### config.mk
export PLATFORM = sky130hd
export DESIGN_NAME = seven_segment_two_wire_display_driver
export DESIGN_NICKNAME = d
export VERILOG_FILES = /design/src/rtl/ssd_pkg.sv /design/src/rtl/ssd_digit_split.sv /design/src/rtl/ssd_frame_seq.sv /design/src/rtl/seven_segment_two_wire_display_driver.sv
export SDC_FILE = /design/constraint.sdc
export NUM_CORES = 1
export LEC_CHECK = 0
export BUFFER_PORTS_ARGS = -buffer_cell sky130_fd_sc_hd__buf_2
export CELL_PAD_IN_SITES_DETAIL_PLACEMENT = 0
export CELL_PAD_IN_SITES_GLOBAL_PLACEMENT = 2
export CORE_AREA = 2 2 228 230
export CTS_CLUSTER_SIZE = 8
export DETAILED_ROUTE_END_ITERATION = 10
export DIE_AREA = 0 0 230 232
export PLACE_DENSITY_LB_ADDON = 0.1
export SKIP_LAST_GASP = 1
export SLEW_MARGIN = 20
export SYNTH_ARGS = -nofsm -noshare
export SYNTH_HDL_FRONTEND = slang
export SYNTH_HIERARCHICAL = 1
export SYNTH_SLANG_ARGS = --single-unit
### constraint.sdc
create_clock -name clk -period 4.45 [get_ports clk]
set_input_delay 0.2225 -clock clk [delete_from_list [all_inputs] [get_ports clk]]
set_output_delay 0.2225 -clock clk [all_outputs]
set_load 0.1 [all_outputs]
### src/rtl/ssd_pkg.sv
// shared types, constants and helpers of the two-wire seven-segment display driver
// no dependencies; used by every module of the block
package ssd_pkg;

	// digit count: default and supported maximum
	localparam int unsigned DIGIT_COUNT_DEF = 4;
	localparam int unsigned MAX_DIGITS = 6;

	// input command codes
	localparam logic CMD_LOAD = 1'b0;
	localparam logic CMD_TICK = 1'b1;

	// configuration register indexes
	localparam logic [1:0] REG_DATA_CMD = 2'd0;
	localparam logic [1:0] REG_ADDR_CMD = 2'd1;
	localparam logic [1:0] REG_DISP_CTRL = 2'd2;

	localparam logic [7:0] DATA_CMD_RST = 8'h40;
	localparam logic [7:0] ADDR_CMD_RST = 8'hC0;
	localparam logic [7:0] DISP_CTRL_RST = 8'h8F;

	// frame codes
	localparam logic [1:0] FRAME_DATA = 2'd0;
	localparam logic [1:0] FRAME_ADDR = 2'd1;
	localparam logic [1:0] FRAME_CTRL = 2'd2;

	// sequencer phase codes
	localparam logic [1:0] PH_START = 2'd0;
	localparam logic [1:0] PH_BYTE = 2'd1;
	localparam logic [1:0] PH_STOP = 2'd2;

	// bit slot counter value of the ack slot
	localparam logic [3:0] ACK_SLOT = 4'd8;

	// reciprocal multipliers and shifts for n / 10^k, exact for any 16-bit n
	localparam logic [16:0] RECIP_MUL [0:MAX_DIGITS] = '{
		17'd1, 17'd104858, 17'd83887, 17'd67109, 17'd107375, 17'd0, 17'd0
	};
	localparam int unsigned RECIP_SHIFT [0:MAX_DIGITS] = '{0, 20, 23, 26, 30, 0, 0};

	typedef struct packed {
		logic        command;
		logic [15:0] number;
	} in_item_t;

	typedef struct packed {
		logic clock_line;
		logic data_line;
		logic data_drive;
		logic busy_res;
		logic sequence_done;
	} out_item_t;

	typedef struct packed {
		logic [7:0] data_command;
		logic [7:0] address_command;
		logic [7:0] display_control;
	} cfg_regs_t;

	// decimal digit to segment pattern, colon bit left clear
	function automatic logic [6:0] seg_code(input logic [3:0] digit);
		logic [6:0] code;
		case (digit)
			4'd0: code = 7'h3F;
			4'd1: code = 7'h06;
			4'd2: code = 7'h5B;
			4'd3: code = 7'h4F;
			4'd4: code = 7'h66;
			4'd5: code = 7'h6D;
			4'd6: code = 7'h7D;
			4'd7: code = 7'h07;
			4'd8: code = 7'h7F;
			4'd9: code = 7'h6F;
			default: code = 7'h00;
		endcase
		return code;
	endfunction

endpackage

### src/rtl/ssd_digit_split.sv
// quotients of a 16-bit number by the powers of ten, by reciprocal multiplication
// depends on ssd_pkg
module ssd_digit_split #(
	parameter int unsigned DIGIT_COUNT = ssd_pkg::DIGIT_COUNT_DEF
) (
	input  logic [15:0]                  number,
	output logic [DIGIT_COUNT:0][15:0]   quot
);

	for (genvar k = 0; k <= DIGIT_COUNT; k++) begin : g_quot
		localparam logic [16:0] MUL = ssd_pkg::RECIP_MUL[k];
		localparam int unsigned SH = ssd_pkg::RECIP_SHIFT[k];
		logic [32:0] prod;
		logic [32:0] shifted;

		assign prod = {17'd0, number} * {16'd0, MUL};
		assign shifted = prod >> SH;
		assign quot[k] = shifted[15:0];
	end

endmodule

### src/rtl/ssd_frame_seq.sv
// frame sequencer: plays one pin step per tick and holds the pin levels
// depends on ssd_pkg
module ssd_frame_seq #(
	parameter int unsigned DIGIT_COUNT = ssd_pkg::DIGIT_COUNT_DEF
) (
	input  logic                              clk,
	input  logic                              arst_n,
	input  logic                              fire,
	input  logic                              command,
	input  ssd_pkg::cfg_regs_t                cfg,
	input  logic [DIGIT_COUNT-1:0][6:0]       segments,
	output logic                              running,
	output ssd_pkg::out_item_t                result
);

	localparam int unsigned BW = $clog2(DIGIT_COUNT + 1);

	logic          running_q;
	logic [1:0]    frame_q;
	logic [1:0]    phase_q;
	logic [1:0]    sub_q;
	logic [3:0]    bit_q;
	logic [BW-1:0] byte_q;
	logic          clock_q;
	logic          data_q;
	logic          drive_q;

	logic          clock_n;
	logic          data_n;
	logic          drive_n;
	logic [1:0]    frame_n;
	logic [1:0]    phase_n;
	logic [1:0]    sub_n;
	logic [3:0]    bit_n;
	logic [BW-1:0] byte_n;
	logic          play;
	logic          seq_last;
	logic          last_byte;
	logic [7:0]    tx_byte;
	logic          tx_bit;
	logic [7:0]    addr_bytes [0:DIGIT_COUNT];

	assign play = (command == ssd_pkg::CMD_TICK) && running_q;
	assign running = running_q;

	// address frame: address command, then the digit bytes
	assign addr_bytes[0] = cfg.address_command;
	for (genvar i = 1; i <= DIGIT_COUNT; i++) begin : g_bytes
		assign addr_bytes[i] = {1'b0, segments[i-1]};
	end

	always_comb begin
		case (frame_q)
			ssd_pkg::FRAME_DATA: tx_byte = cfg.data_command;
			ssd_pkg::FRAME_CTRL: tx_byte = cfg.display_control;
			default:             tx_byte = addr_bytes[byte_q];
		endcase
	end

	assign tx_bit = tx_byte[bit_q[2:0]];
	assign last_byte = (frame_q == ssd_pkg::FRAME_ADDR) ? (byte_q == BW'(DIGIT_COUNT))
		: (byte_q == '0);
	assign seq_last = (frame_q == ssd_pkg::FRAME_CTRL) && (phase_q == ssd_pkg::PH_STOP)
		&& (sub_q == 2'd3);

	// pin levels after this step
	always_comb begin
		clock_n = clock_q;
		data_n = data_q;
		drive_n = drive_q;
		case (phase_q)
			ssd_pkg::PH_START: begin
				case (sub_q)
					2'd0: clock_n = 1'b1;
					2'd1: begin
						data_n = 1'b1;
						drive_n = 1'b1;
					end
					default: data_n = 1'b0;
				endcase
			end
			ssd_pkg::PH_BYTE: begin
				if (bit_q == ssd_pkg::ACK_SLOT) begin
					case (sub_q)
						2'd0: begin
							clock_n = 1'b0;
							drive_n = 1'b0;
						end
						2'd1: clock_n = 1'b1;
						default: begin
							clock_n = 1'b0;
							drive_n = 1'b1;
						end
					endcase
				end else begin
					case (sub_q)
						2'd0: clock_n = 1'b0;
						2'd1: data_n = tx_bit;
						default: clock_n = 1'b1;
					endcase
				end
			end
			default: begin
				case (sub_q)
					2'd0: clock_n = 1'b0;
					2'd1: data_n = 1'b0;
					2'd2: clock_n = 1'b1;
					default: data_n = 1'b1;
				endcase
			end
		endcase
	end

	// position of the next step
	always_comb begin
		frame_n = frame_q;
		phase_n = phase_q;
		sub_n = sub_q + 2'd1;
		bit_n = bit_q;
		byte_n = byte_q;
		case (phase_q)
			ssd_pkg::PH_START: begin
				if (sub_q == 2'd2) begin
					phase_n = ssd_pkg::PH_BYTE;
					sub_n = 2'd0;
					bit_n = 4'd0;
					byte_n = '0;
				end
			end
			ssd_pkg::PH_BYTE: begin
				if (sub_q == 2'd2) begin
					sub_n = 2'd0;
					if (bit_q == ssd_pkg::ACK_SLOT) begin
						bit_n = 4'd0;
						if (last_byte) begin
							phase_n = ssd_pkg::PH_STOP;
						end else begin
							byte_n = byte_q + BW'(1);
						end
					end else begin
						bit_n = bit_q + 4'd1;
					end
				end
			end
			default: begin
				if (sub_q == 2'd3) begin
					frame_n = (frame_q == ssd_pkg::FRAME_CTRL) ? ssd_pkg::FRAME_DATA
						: frame_q + 2'd1;
					phase_n = ssd_pkg::PH_START;
					sub_n = 2'd0;
				end
			end
		endcase
	end

	always_ff @(posedge clk or negedge arst_n) begin
		if (!arst_n) begin
			running_q <= 1'b0;
			frame_q <= ssd_pkg::FRAME_DATA;
			phase_q <= ssd_pkg::PH_START;
			sub_q <= 2'd0;
			bit_q <= 4'd0;
			byte_q <= '0;
			clock_q <= 1'b0;
			data_q <= 1'b0;
			drive_q <= 1'b1;
		end else if (fire) begin
			if (command == ssd_pkg::CMD_LOAD) begin
				if (!running_q) begin
					running_q <= 1'b1;
					frame_q <= ssd_pkg::FRAME_DATA;
					phase_q <= ssd_pkg::PH_START;
					sub_q <= 2'd0;
					bit_q <= 4'd0;
					byte_q <= '0;
				end
			end else if (play) begin
				clock_q <= clock_n;
				data_q <= data_n;
				drive_q <= drive_n;
				frame_q <= frame_n;
				phase_q <= phase_n;
				sub_q <= sub_n;
				bit_q <= bit_n;
				byte_q <= byte_n;
				if (seq_last) begin
					running_q <= 1'b0;
				end
			end
		end
	end

	always_comb begin
		result.clock_line = play ? clock_n : clock_q;
		result.data_line = play ? data_n : data_q;
		result.data_drive = play ? drive_n : drive_q;
		result.busy_res = (command == ssd_pkg::CMD_LOAD) || running_q;
		result.sequence_done = play && seq_last;
	end

endmodule

### src/rtl/seven_segment_two_wire_display_driver.sv
// top level of the two-wire seven-segment display driver
// depends on ssd_pkg, ssd_digit_split and ssd_frame_seq
//
// usage:
//   in channel (in_valid/in_ready/in_data): each request is a load (command 0)
//   carrying a 16-bit number, or a tick (command 1). a load while idle splits
//   the number into DIGIT_COUNT decimal digits and starts the three frames
//   (data command; address command plus digit bytes; display control); a load
//   while busy is dropped but still answered. each tick plays one pin step,
//   21 + 27 * (DIGIT_COUNT + 3) ticks per sequence (210 for four digits).
//   out channel (out_valid/out_ready/out_data): one result per request, with
//   the pin levels after that request, busy and the done flag of the last step.
//   a taken request passes through the input register, then the result register.
//   throughput: one request per cycle while the receiver does not stall.
//   a stalled receiver holds the result; one more request waits in the input
//   register, then in_ready drops until the receiver takes the result.
//   cfg port: cfg_write with cfg_index / cfg_data sets a command byte; write
//   only while idle. unknown indexes are ignored.
//   reset: clock and data pins low, data driven, sequencer idle, command
//   bytes back to their defaults; digit patterns are unknown until a load.
module seven_segment_two_wire_display_driver #(
	parameter int unsigned DIGIT_COUNT = ssd_pkg::DIGIT_COUNT_DEF
) (
	input  logic                clk,
	input  logic                arst_n,
	input  logic                in_valid,
	output logic                in_ready,
	input  ssd_pkg::in_item_t   in_data,
	output logic                out_valid,
	input  logic                out_ready,
	output ssd_pkg::out_item_t  out_data,
	input  logic                cfg_write,
	input  logic [1:0]          cfg_index,
	input  logic [7:0]          cfg_data
);

	// input register: command plus the quotients by the powers of ten
	logic                        valid_s1;
	logic                        command_s1;
	logic [DIGIT_COUNT:0][15:0]  quot_s1;
	logic [DIGIT_COUNT:0][15:0]  quot;

	// config bytes and digit patterns
	ssd_pkg::cfg_regs_t          cfg_q;
	logic [DIGIT_COUNT-1:0][6:0] seg_q;

	// result register
	logic                        out_valid_q;
	ssd_pkg::out_item_t          out_data_q;

	logic                        advance;
	logic                        running;
	logic                        load_take;
	ssd_pkg::out_item_t          result;
	logic [DIGIT_COUNT-1:0][3:0] digit;

	// the stage moves whenever the result register is free or being drained
	assign advance = valid_s1 && (!out_valid_q || out_ready);
	assign in_ready = !valid_s1 || advance;
	assign out_valid = out_valid_q;
	assign out_data = out_data_q;

	ssd_digit_split #(
		.DIGIT_COUNT(DIGIT_COUNT)
	) u_split (
		.number(in_data.number),
		.quot  (quot)
	);

	always_ff @(posedge clk or negedge arst_n) begin
		if (!arst_n) begin
			valid_s1 <= 1'b0;
		end else if (in_ready) begin
			valid_s1 <= in_valid;
		end
	end

	always_ff @(posedge clk) begin
		if (in_valid && in_ready) begin
			command_s1 <= in_data.command;
			quot_s1 <= quot;
		end
	end

	// digit k = q(k) - 10 * q(k+1)
	for (genvar k = 0; k < DIGIT_COUNT; k++) begin : g_digit
		logic [15:0] tens;
		logic [15:0] diff;

		assign tens = {quot_s1[k+1][12:0], 3'b000} + {quot_s1[k+1][14:0], 1'b0};
		assign diff = quot_s1[k] - tens;
		assign digit[k] = diff[3:0];
	end

	// config writes; the user must write only while idle, the block does not enforce it
	always_ff @(posedge clk or negedge arst_n) begin
		if (!arst_n) begin
			cfg_q.data_command <= ssd_pkg::DATA_CMD_RST;
			cfg_q.address_command <= ssd_pkg::ADDR_CMD_RST;
			cfg_q.display_control <= ssd_pkg::DISP_CTRL_RST;
		end else if (cfg_write) begin
			case (cfg_index)
				ssd_pkg::REG_DATA_CMD:  cfg_q.data_command <= cfg_data;
				ssd_pkg::REG_ADDR_CMD:  cfg_q.address_command <= cfg_data;
				ssd_pkg::REG_DISP_CTRL: cfg_q.display_control <= cfg_data;
				default: ;
			endcase
		end
	end

	// a load accepted while idle refreshes all digit patterns, most significant first
	assign load_take = advance && (command_s1 == ssd_pkg::CMD_LOAD) && !running;

	always_ff @(posedge clk) begin
		if (load_take) begin
			for (int j = 0; j < DIGIT_COUNT; j++) begin
				seg_q[j] <= ssd_pkg::seg_code(digit[DIGIT_COUNT-1-j]);
			end
		end
	end

	ssd_frame_seq #(
		.DIGIT_COUNT(DIGIT_COUNT)
	) u_seq (
		.clk     (clk),
		.arst_n  (arst_n),
		.fire    (advance),
		.command (command_s1),
		.cfg     (cfg_q),
		.segments(seg_q),
		.running (running),
		.result  (result)
	);

	// result register, held while the receiver stalls
	always_ff @(posedge clk or negedge arst_n) begin
		if (!arst_n) begin
			out_valid_q <= 1'b0;
		end else if (advance) begin
			out_valid_q <= 1'b1;
		end else if (out_ready) begin
			out_valid_q <= 1'b0;
		end
	end

	always_ff @(posedge clk) begin
		if (advance) begin
			out_data_q <= result;
		end
	end

endmodule

==> flow_summary.json <==
{
  "status": "finished with violations",
  "violations": "negative setup slack",
  "peakVddDrop_mv": 1.25,
  "postSynthCellCount": 1983,
  "grt_max_degree": 44,
  "viasPerCell": 4.87,
  "track_usage": 0.223,
  "start_util": 0.397,
  "skew_ns": 0.0120,
  "clk_latency_ns": 0.36,
  "cp-end-kind": "flop",
  "ant_nets": 0,
  "switching_share": 0.491,
  "critPathMaxFanout": 3,
  "period_share": 1.14,
  "r2r_cells": 6,
  "p_int_mw": 10.2,
  "crit_required_ns": 4.55,
  "nets": 3071,
  "maxCapViolCount": 0,
  "critical_path_class": "input port to flop",
  "layout_setup_ws_ns": -0.645,
  "cp.arrival_ns": 5.20,
  "num_rows": 83,
  "dp_hpwl_um": 51200,
  "vias": 14558,
  "worstHoldPathCells": 1,
  "final_util": 0.485,
  "place_worst_setup_slack_ns": -1.19,
  "place_congestion": 0.907,
  "power.density_nw_per_um2": 814,
  "power.share.combinational": 0.878,
  "die_w_um": 230,
  "hold_viol": 0,
  "clk_pin_slew_ns": 0.08,
  "wl_um": 57800,
  "first_iter_violations": 578,
  "die_area_um2": 53400,
  "numPortBuffers": 38,
  "yosysWarnings": 6,
  "synth_nets": 2751,
  "drive_gt1_frac": 0.236,
  "syn_area_um2": 20200,
  "finalCriticalPeriod_ns": 5.10,
  "p_leak_nw": 12.6,
  "wl_per_cell_um": 19.4,
  "setup_violations": 14,
  "fmax_ghz": 0.196,
  "cts_max_path_buffers": 2,
  "switching_power_mw": 9.85,
  "final_max_slew_viol_count": 0,
  "grt_pass1_wl_um": 90200,
  "core_um2": 50900,
  "relSlewSlack": 0.445,
  "numCtsBuffers": 9,
  "die_height_um": 232,
  "ioPinCount": 39,
  "start_kind": "input port",
  "remaining_drc_errors": 0,
  "hold_path.class": "input port to flop",
  "reg2reg_setup_slack_ns": 1.89,
  "holdWs_ns": 0.0435,
  "firstDrtPassIters": 4,
  "avgSynthCellArea_um2": 10.2,
  "cts.sinks": 96,
  "area_delta_synth_final_pct": 22.2,
  "antenna_found_initial": 2,
  "grt_pass1_vias": 15663,
  "p_seq_frac": 0.082,
  "root_buffer": "clkbuf_16",
  "grt_overflow_total": 0,
  "clkPwrFrac": 0.040,
  "cts.htree.levels": 3,
  "cts_tree": "built",
  "tightestPinTransition_ns": 0.830,
  "rsz0062_at_grt": "yes"
}
[final timing paths]
check                                 start            end
worst min register to register     valid_s1      out_valid
worst max register to register  quot_s1[33]      seg_q[19]
worst min-delay path            in_data[16]     command_s1
worst max-delay path            in_data[15]    quot_s1[66]
min in group asynchronous            arst_n  u_seq/running
max in group asynchronous            arst_n       cfg_q[8]
[power by group through the flow]
stage	clock network, mW	logic (mW)	registers (mW)
after floorplan	0	10.4	1.61
after global placement	0	16.0	1.68
after detailed placement	0	16.1	1.68
after CTS	0.827	17.1	1.66
after global routing	0.858	20.0	1.69
final	0.802	17.6	1.66
[per-stage QoR]
step | power [mW] | instance area (µm²) | cells | TNS [ns]
detailed placement | 17.8 | 23400 | 2949 | -13.72
CTS | 19.6 | 24300 | 2979 | -5.74
global placement | 17.7 | 23400 | 2949 | -13.08
global route | 22.6 | 24700 | 2989 | -7.06
finish | 20.1 | 24700 | 2989 | -5.22
floorplan | 12.0 | 20400 | 1983 | -2.53
[worst max-delay path, cell delays in order]
cell and delay (ns):
buf_8 0.10, fa_2 0.63, buf_6 0.11, fa_2 0.46
xnor2_2 0.18, ha_2 0.30, fa_1 0.51, fa_1 0.44
fa_1 0.49, ha_4 0.30, and4_4 0.20, nand4_1 0.23
a311oi_2 0.36, nor2_4 0.10, a31oi_4 0.19, nor4_2 0.07
a311o_1 0.29
[registers in the layout, indices dropped and copies added (netlist names)]
name           flops
out_valid          1
command_s1         1
out_data           5
cfg_q             24
u_seq/running      1
u_seq/byte_q       3
u_seq/data_q       1
u_seq/frame_q      2
u_seq/drive_q      1
u_seq/bit_q        4
quot_s1           19
u_seq/sub_q        2
u_seq/phase_q      2
valid_s1           1
seg_q             28
u_seq/clock_q      1
[cells in the final DEF, fill, tap and decap left out, types with 13 or more instances in the layout]
master and n:
inv_1 515, fa_2 23, dfrtp_1 34, ha_1 396, buf_4 276, nand2_1 85, fa_1 276, ha_4 38
nor2_1 45, nand3_1 25, a21o_1 13, xnor2_1 27, inv_2 23, edfxtp_1 53, buf_6 19, xor2_1 13
buf_2 24, mux2_2 29, o21ai_0 44, nor3_1 14, mux2i_1 16, a21oi_1 68
[final cells by class]
cell class              instances  area [µm²]
fillers                      4892       26200
multi-input cells            1325       16200
flip-flops and latches         96        2680
repair buffers                330        2600
inverters                     541        2040
well taps                     680         851
clock buffers                   9         225
clock inverters                 7        81.3
diodes                          1        2.50
[repair_timing]
item | CTS | global route
endpoints found under the setup margin | 15 | 15
hold endpoints to repair | 0 | 34
pin swaps | 64 | 76
hold buffers | 0 | 1
buffers inserted | 16 | 12
gates resized for setup | 98 | 67
[per-layer routing]
metal,routed length (µm),vias to the layer above,share of wire,GRT usage
li1,-,7054,-,-
met1,26900,7228,0.47,0.307
met2,27500,211,0.47,0.373
met3,1660,65,0.029,0.0230
met4,1770,0,0.031,0.0617
met5,0,-,0,0
(Power assumes the default switching activity.)
